`src/rtl/utf8v_pkg.sv`:
```
// utf8v_pkg: shared types and constants for the utf-8 stream validator
// no dependencies
`timescale 1ns / 1ps

package utf8v_pkg;

  // allowed range of the next continuation byte
  typedef enum logic [2:0] {
    RANGE_80_BF = 3'd0,
    RANGE_A0_BF = 3'd1,
    RANGE_80_9F = 3'd2,
    RANGE_90_BF = 3'd3,
    RANGE_80_8F = 3'd4
  } range_class_t;

  // decoded lead byte
  typedef struct packed {
    logic         is_ascii;
    logic         is_bad;
    logic [1:0]   cont_count;
    range_class_t first_range;
  } lead_info_t;

  localparam logic [7:0] CONT_LO     = 8'h80;
  localparam logic [7:0] CONT_HI     = 8'hbf;
  localparam logic [7:0] LEAD2_MIN   = 8'hc2;
  localparam logic [7:0] LEAD3_MIN   = 8'he0;
  localparam logic [7:0] LEAD3_SURR  = 8'hed;
  localparam logic [7:0] LEAD4_MIN   = 8'hf0;
  localparam logic [7:0] LEAD4_MAX   = 8'hf4;

endpackage

```
`src/rtl/utf8v_classify.sv`:
```
// utf8v_classify: lead byte decode and continuation range check
// depends on utf8v_pkg
`timescale 1ns / 1ps

module utf8v_classify import utf8v_pkg::*; (
  input  logic [7:0]   data_byte,
  input  range_class_t range_class,
  output lead_info_t   lead,
  output logic         cont_ok
);

  logic [7:0] lo;
  logic [7:0] hi;

  always_comb begin
    lead = '{is_ascii: 1'b0, is_bad: 1'b0, cont_count: 2'd0, first_range: RANGE_80_BF};
    priority if (data_byte < CONT_LO) begin
      lead.is_ascii = 1'b1;
    end else if (data_byte < LEAD2_MIN) begin
      lead.is_bad = 1'b1;
    end else if (data_byte < LEAD3_MIN) begin
      lead.cont_count = 2'd1;
    end else if (data_byte == LEAD3_MIN) begin
      lead.cont_count  = 2'd2;
      lead.first_range = RANGE_A0_BF;
    end else if (data_byte == LEAD3_SURR) begin
      lead.cont_count  = 2'd2;
      lead.first_range = RANGE_80_9F;
    end else if (data_byte < LEAD4_MIN) begin
      lead.cont_count = 2'd2;
    end else if (data_byte == LEAD4_MIN) begin
      lead.cont_count  = 2'd3;
      lead.first_range = RANGE_90_BF;
    end else if (data_byte < LEAD4_MAX) begin
      lead.cont_count = 2'd3;
    end else if (data_byte == LEAD4_MAX) begin
      lead.cont_count  = 2'd3;
      lead.first_range = RANGE_80_8F;
    end else begin
      lead.is_bad = 1'b1;
    end
  end

  always_comb begin
    unique case (range_class)
      RANGE_A0_BF: begin
        lo = 8'ha0;
        hi = CONT_HI;
      end
      RANGE_80_9F: begin
        lo = CONT_LO;
        hi = 8'h9f;
      end
      RANGE_90_BF: begin
        lo = 8'h90;
        hi = CONT_HI;
      end
      RANGE_80_8F: begin
        lo = CONT_LO;
        hi = 8'h8f;
      end
      default: begin
        lo = CONT_LO;
        hi = CONT_HI;
      end
    endcase
    cont_ok = (data_byte >= lo) && (data_byte <= hi);
  end

endmodule

```
`src/rtl/utf8_stream_validator.sv`:
```
// utf8_stream_validator: checks byte strings for well-formed utf-8, one verdict per string
// depends on utf8v_pkg and utf8v_classify
// the verdict is registered and appears in the cycle after the last byte of a string is accepted
// throughput: one byte per cycle; stalls only while a verdict waits and out_ready is low
// reset: synchronous active-high rst clears sequence state and out_valid; string_valid is not reset
`timescale 1ns / 1ps

module utf8_stream_validator import utf8v_pkg::*; (
  input  logic       clk,
  input  logic       rst,
  input  logic       in_valid,
  output logic       in_ready,
  input  logic [7:0] data_byte,
  input  logic       end_of_string,
  output logic       out_valid,
  input  logic       out_ready,
  output logic       string_valid
);

  logic [1:0]   expected;
  logic [1:0]   expected_next;
  range_class_t range_class;
  range_class_t range_class_next;
  logic         error_seen;
  logic         error_seen_next;
  logic         in_fire;
  logic         verdict;
  lead_info_t   lead;
  logic         cont_ok;

  utf8v_classify u_classify (
    .data_byte   (data_byte),
    .range_class (range_class),
    .lead        (lead),
    .cont_ok     (cont_ok)
  );

  assign in_ready = !out_valid || out_ready;
  assign in_fire  = in_valid && in_ready;

  always_comb begin
    expected_next    = expected;
    range_class_next = range_class;
    error_seen_next  = error_seen;
    if (!error_seen) begin
      if (expected == 2'd0) begin
        if (lead.is_bad) begin
          error_seen_next = 1'b1;
        end else if (!lead.is_ascii) begin
          expected_next    = lead.cont_count;
          range_class_next = lead.first_range;
        end
      end else begin
        if (!cont_ok) begin
          error_seen_next = 1'b1;
        end else begin
          expected_next    = expected - 2'd1;
          range_class_next = RANGE_80_BF;
        end
      end
    end
    verdict = !error_seen_next && (expected_next == 2'd0);
  end

  always_ff @(posedge clk) begin
    if (rst) begin
      expected    <= 2'd0;
      range_class <= RANGE_80_BF;
      error_seen  <= 1'b0;
    end else if (in_fire) begin
      if (end_of_string) begin
        expected    <= 2'd0;
        range_class <= RANGE_80_BF;
        error_seen  <= 1'b0;
      end else begin
        expected    <= expected_next;
        range_class <= range_class_next;
        error_seen  <= error_seen_next;
      end
    end
  end

  always_ff @(posedge clk) begin
    if (rst) begin
      out_valid <= 1'b0;
    end else if (in_fire && end_of_string) begin
      out_valid <= 1'b1;
    end else if (out_ready) begin
      out_valid <= 1'b0;
    end
  end

  always_ff @(posedge clk) begin
    if (in_fire && end_of_string) begin
      string_valid <= verdict;
    end
  end

`ifndef NO_ASSERTIONS
  a_clear_after_last: assert property (@(posedge clk) disable iff (rst)
    in_fire && end_of_string |=> expected == 2'd0 && !error_seen && range_class == RANGE_80_BF)
    else $error("sequence state not cleared after last item");

  a_verdict_follows: assert property (@(posedge clk) disable iff (rst)
    in_fire && end_of_string |=> out_valid)
    else $error("no verdict after last item");

  a_range_needs_owed: assert property (@(posedge clk) disable iff (rst)
    range_class != RANGE_80_BF |-> expected != 2'd0)
    else $error("narrow range class with no continuation owed");

  a_stall_only_when_full: assert property (@(posedge clk) disable iff (rst)
    !in_ready |-> out_valid && !out_ready)
    else $error("input stalled without a pending verdict");
`endif

endmodule
```
`config.mk`:
```
export PLATFORM = sky130hd
export DESIGN_NAME = utf8_stream_validator
export DESIGN_NICKNAME = d
export VERILOG_FILES = /design/src/rtl/utf8v_pkg.sv /design/src/rtl/utf8v_classify.sv /design/src/rtl/utf8_stream_validator.sv
export SDC_FILE = /design/constraint.sdc
export NUM_CORES = 1
export LEC_CHECK = 0
export BUFFER_PORTS_ARGS = -buffer_cell sky130_fd_sc_hd__buf_2
export CELL_PAD_IN_SITES_DETAIL_PLACEMENT = 0
export CELL_PAD_IN_SITES_GLOBAL_PLACEMENT = 1
export CORE_ASPECT_RATIO = 0.6
export CORE_UTILIZATION = 33
export CTS_BUF_LIST = sky130_fd_sc_hd__clkbuf_16
export CTS_CLUSTER_DIAMETER = 80
export CTS_CLUSTER_SIZE = 20
export DETAILED_ROUTE_END_ITERATION = 12
export GPL_TIMING_DRIVEN = 0
export PLACE_DENSITY_LB_ADDON = 0.25
export SLEW_MARGIN = 30
export SYNTH_ARGS = -nofsm -noshare
export SYNTH_HDL_FRONTEND = slang
export SYNTH_SLANG_ARGS = --single-unit
```
`constraint.sdc`:
```
create_clock -name clk -period 1.73 [get_ports clk]
set_input_delay 0 -clock clk [delete_from_list [all_inputs] [get_ports clk]]
set_output_delay 0 -clock clk [all_outputs]
set_load 0.005 [all_outputs]
```
# After elaboration in Yosys (flattened, before gate mapping)
# Cells that the tools add are included.
dict set report totals {
  in_bits 13
  register_bits 8
  wordCells 78
  out_inout_bits 3
}
dict set report op_classes {
  n_reduce_logical 12
  n_eq_ne 11
  order_cmp 7
  muxes 42
  addsub 1
}
# op n
set op_table {}
lappend op_table {{$lt 8x8->1 const B} 5}
lappend op_table {{$eq 8x8->1 const B} 4}
lappend op_table {{$mux 3} 9}
lappend op_table {{$mux 5} 5}
lappend op_table {{$pmux 6 s2} 2}
lappend op_table {{$mux 2} 9}
lappend op_table {{$mux 1} 16}
lappend op_table {{$ge 8x8->1} 1}
lappend op_table {{$le 8x8->1} 1}
lappend op_table {{$eq 3x2->1 const B} 2}
lappend op_table {{$mux 6} 1}
lappend op_table {{$ne 3x3->1 const B} 2}
lappend op_table {{$reduce_and 5->1} 1}
lappend op_table {{$logic_and 1x1->1} 4}
lappend op_table {{$logic_not 2->1} 2}
lappend op_table {{$eq 3x1->1 const B} 1}
lappend op_table {{$eq 3x3->1 const B} 1}
lappend op_table {{$reduce_bool 3->1} 1}
lappend op_table {{$logic_not 1->1} 2}
lappend op_table {{$ne 2x2->1 const B} 1}
lappend op_table {{$reduce_bool 2->1} 1}
lappend op_table {{$sub 2x1->2 const B} 1}
lappend op_table {{$logic_or 1x1->1} 1}

# Depth between registers and ports, before layout
dict set report logic_depth {
  word_depth 16
  mapped_depth 8
  depth_no_buf 8
}

# Hierarchy
# From an unflattened synthesis, not the netlist that was laid out.
dict set report unflattened {
  hier_cells 85
  area_unflattened_um2 713.2
}
# mod n_inst seq_area_each_um2 cells_each area_each_um2
set modules_own_cells {}
lappend modules_own_cells {utf8_stream_validator 1 170.2 46 450.4}
lappend modules_own_cells {utf8v_classify 1 0.0 39 262.8}

# Least setup slack after synthesis
# Ideal clock, no wire load.
dict set report synth_timing {
  kind {reg2reg}
  start {register range_class[1]}
  end {register string_valid, data pin}
  arrival_time_ns 1.536
  required_time_ns 1.465
  n_path_buf 0
  slack_ns -0.070
  setup_ns 0.265
  period_less_slack_ns 1.800
  stages_incl_launch_ff 9
  cell_sequence {dfxtp_1 -> xnor2_1 -> nor2_1 -> ha_1 -> a21oi_1 -> a41oi_1 -> a21o_1 -> o32ai_2 -> nor3_1}
}
dict set report synth_between {
  elab_chain_cells 9
  elab_cells_between_ends 18
  cone_classes {2 x order compare; 4 x eq/ne; 8 x mux; 4 x reduce/logical}
}
# element line_no
set synth_rtl {}
lappend synth_rtl {{start: declaration} utf8_stream_validator.sv:22} ;# range_class_t range_class;
lappend synth_rtl {{start signal: assignment} utf8_stream_validator.sv:77} ;# range_class <= range_class_next;
lappend synth_rtl {{$eq 3x2->1 (tied with other cells)} utf8v_classify.sv:45} ;# unique case (range_class)
lappend synth_rtl {{$pmux 6 s2} utf8v_classify.sv:45}
lappend synth_rtl {{$ge 8x8->1 / $le 8x8->1 (equally long branches)} utf8v_classify.sv:67} ;# cont_ok = (data_byte >= lo) && (data_byte <= hi);
lappend synth_rtl {{$logic_and 1x1->1 (*)} utf8v_classify.sv:67}
lappend synth_rtl {{$mux 2 / $mux 1 (equally long branches)} utf8_stream_validator.sv:54} ;# if (!cont_ok) begin
lappend synth_rtl {{$mux 2 / $mux 1 (equally long branches)} utf8_stream_validator.sv:46} ;# if (expected == 2'd0) begin
lappend synth_rtl {{$mux 2 / $mux 1 (equally long branches)} utf8_stream_validator.sv:45} ;# if (!error_seen) begin
lappend synth_rtl {{$logic_not 2->1 / $logic_not 1->1 (equally long branches)} utf8_stream_validator.sv:62} ;# verdict = !error_seen_next && (expected_next == 2'd0);
lappend synth_rtl {{$logic_and 1x1->1 (*)} utf8_stream_validator.sv:62}
lappend synth_rtl {{via verdict} utf8_stream_validator.sv:27} ;# logic verdict;
lappend synth_rtl {{end signal: assignment} utf8_stream_validator.sv:95} ;# string_valid <= verdict;
lappend synth_rtl {{end: declaration} utf8_stream_validator.sv:17} ;# output logic string_valid
# The timed path passes the listed nets; every way through them passes the cells marked *.
# A chain may end at the register's enable or synchronous reset.

# Worst setup path after layout
# Ends and elaborated chain as after synthesis.

==> summary.md <==
| Metric | Value |
|---|---|
| Final worst-path cycle share | 114% |
| Die width | around 63 µm |
| ANT nets after route | 0 |
| Vias in the first global route | roughly 700 |
| Top cells by count, synth | a21oi_1 (10), nand2_1 (8), nor2_1 (8), dfxtp_1 (7), inv_1 (6) |
| Initial Util | a little under two fifths |
| GPL Wtd Cong | roughly 0.84 |
| Share of cells above drive strength 1 | around a third |
| CTS max path bufs | 2 |
| Clock skew | approximately 0.00070 ns |
| Critical Path, Cell by Cell | xnor2_2, nor2_1, ha_1, a21oi_2, a41oi_2, a21o_1, o32ai_2, nor3_2 |
| Gr usage total | between 10% and 20% |
| Number of remaining DRC errors | 0 |
| Final Cell Area | ~0.001 mm² |
| Worst r2r dst | string_valid |
| Final hold viol count | 0 |
| Setup CP Type | reg2reg |
| Synthesized net count | roughly 120 |
| RSZ-0062 raised after global routing | yes |
| Max-cap violation count | 0 |
| CTS Hold Buffers Added | 0 |
| Max VDD drop | between 0.3 and 0.4 mV |
| Fmax | about 510 MHz |
| Pin count of the biggest net entering global routing | 11 |
| Post-synth EDFFs | 1 |
| Crit path capture type | flip-flop |
| Synth top area cells | dfxtp_1 (19%), ha_1 (8.5%), a21oi_1 (6.8%) |
| Final total power | roughly 730 µW |
| H-tree Lvls | 1 |
| Max-slew violation count | 0 |
| Smallest hold slack | around 0.012 ns |
| Worst reg-to-reg setup slack | -0.24 ns |
| DRT iter0 DRCs | 33 |
| WL/cell | between 10 and 15 µm |
| FF-to-FF path depth | 8 |
| Via density | about 5.5 |
| DR vias | slightly above 800 |
| Critical R2R Launch | range_class[1] |
| Yosys warns | 0 |
| Slew @ Worst Pin | ~0.55 ns |
| Global route overflow | 0 |
| IO Pins | 16 |
| Req. time, crit path | approximately 1.7 ns |
| CTS tree | done |
| Most instantiated library cell after synthesis | a21oi_1 |
| Pwr/cell area | between 700 and 800 mW/mm² |
| Final setup vio count | 7 |
| Die area | between 0.002 and 0.0025 mm² |
| ANT cells | 0 |
| Clock sink count | 8 |
| Hold Path Origin | rst |
| DR pass1 iterations | 4 |
| Synthesized cell area | roughly 740 µm² |
| Setup ws final | -0.242 ns |
| Distinct cell type count after synthesis | 39 |
| DP Wirelength | around 1500 µm |
| CP max stage delay | roughly 0.35 ns |
| Core Region | roughly 0.0020 mm² |
| Mean post-synth cell area | about 7.4 µm² |
| Drt total wl | roughly 2100 µm |
| Cts bufs inserted | 3 |
| Final nets | between 100 and 150 |
| Largest fanout on the critical path | 4 |
| Hold EP | out_valid |
| Failing checks | negative setup slack |
| Port Buffers | 15 |
| Crit path time final | about 2 ns |
| Ys async rst share | 0% |
| Mapped Cells | 100 |
| Worst EP arrival | 1.95 ns |
| Setup_tns | -1.01 ns |
| Initial antenna violation count | 0 |
| Worst hold path depth | 2 |
| Lkg Pwr | 0.405 nW |
| Status | finished, violations left |
| Root Driver | clkbuf_16 |
| Sequential element share of the synthesized area | between 20% and 30% |
| Final std cells w/o fill | 151 |
| CP startpoint kind | flip-flop |
| Leading area contributor after synthesis | dfxtp_1 |
| Post-Place Cells | ~140 |
| Top_reg_cell synth | dfxtp_1 |
| First-pass GRT wire length | 3480 µm |
| Placement Cell Area | 848 µm² |
| Yosys top cell area share | 19.0% |
| Relative slew margins | a little over three fifths |
| Area delta synth->final | 38.2% |
| Cell row count | 12 |
| Clock slew at reported path FFs | ~0.04 ns |
| Die Y | 38.6 µm |
| Clk_lat worst skew | 0.24 ns |
| Class of the worst hold path | in2reg |
| Crit-path slowest cell | dfxtp_4 |
| Yosys reg bits | 8 |
## power by group
part	total (mW)	internal [mW]	switching, mW
logic	0.133	0.0520	0.0807
registers	0.199	0.194	0.00474
clock network	0.403	0.302	0.101
## flip-flops by register name (all words and copies together), names as in the netlist
name	count
range_class	3
expected	2
error_seen	1
out_valid	1
string_valid	1
## worst max path at each step
stage / start / end / cells past startpoint
after global routing: range_class[1] / string_valid / 8
after global placement: range_class[2] / string_valid / 7
after CTS: range_class[2] / string_valid / 8
after floorplan: range_class[1] / string_valid / 8
final: range_class[1] / string_valid / 8
after detailed placement: range_class[1] / string_valid / 8
## final cells by class
type,instances,area [µm²]
tap,28,35.0
buffer,1,5.00
multi-input combinational,83,589
clock buffer,3,75.1
clock inverter,1,3.75
sequential,8,175
fill,206,948
inverter,8,30.0
timing repair buffer,19,105
## layout by cell type, fill, tap and decap left out, types with 3 or more instances in the layout
| master | n |
|---|---|
| nand3_1 | 3 |
| buf_4 | 4 |
| and3_1 | 3 |
| nor4_1 | 3 |
| dfxtp_1 | 5 |
| a21oi_1 | 7 |
| nand2_1 | 8 |
| nor3_1 | 3 |
| nor2_1 | 8 |
| clkbuf_16 | 3 |
| ha_1 | 5 |
| inv_1 | 7 |
| nor2b_1 | 4 |
| buf_2 | 15 |
| o21ai_0 | 4 |
## layer usage
layer / wire length (µm) / GRT usage (%)
met1: 1100 / 27.5
met2: 883 / 27.2
met3: 130 / 7.06
met4: 22 / 6.98
met5: 0 / 0
## cell families (layout without fill, tap and decap cells)
group,count (synthesis),after routing,share of synthesized area (%)
flip-flops,8,8,23.1
buffers and inverters,9,32,4.58
AND/OR/NAND/NOR,44,44,32.6
XOR/XNOR,1,1,1.19
adder cells (fa/ha/maj),5,5,8.49
multiplexers,1,1,1.36
AO/OA/AOI/OAI,32,32,28.7
## what timing repair did
item | CTS | global route
pin swaps | 0 | 1
setup buffers | 2 | 2
hold endpoints to repair | 0 | 0
gates resized for setup | 5 | 10
endpoints found under the setup margin | 6 | 7
## metrics by stage
step,setup WS [ns],utilization (%)
after floorplan,-0.0299,-
after global placement,-0.259,43.1
after detailed placement,-0.201,43.1
after CTS,-0.168,48.8
after global routing,-0.306,51.8
final,-0.242,51.8
## worst max-delay path: cells and delay by family (launching register included)
kind / cells / cell delay [ns]
xor gates and xnor gates: 1 / 0.13
AOI/OAI and AO/OA: 4 / 0.74
DFF: 1 / 0.35
and+or+nand+nor: 2 / 0.22
adders and majority gates: 1 / 0.28
No activity file was read; power rests on OpenSTA's default activity.
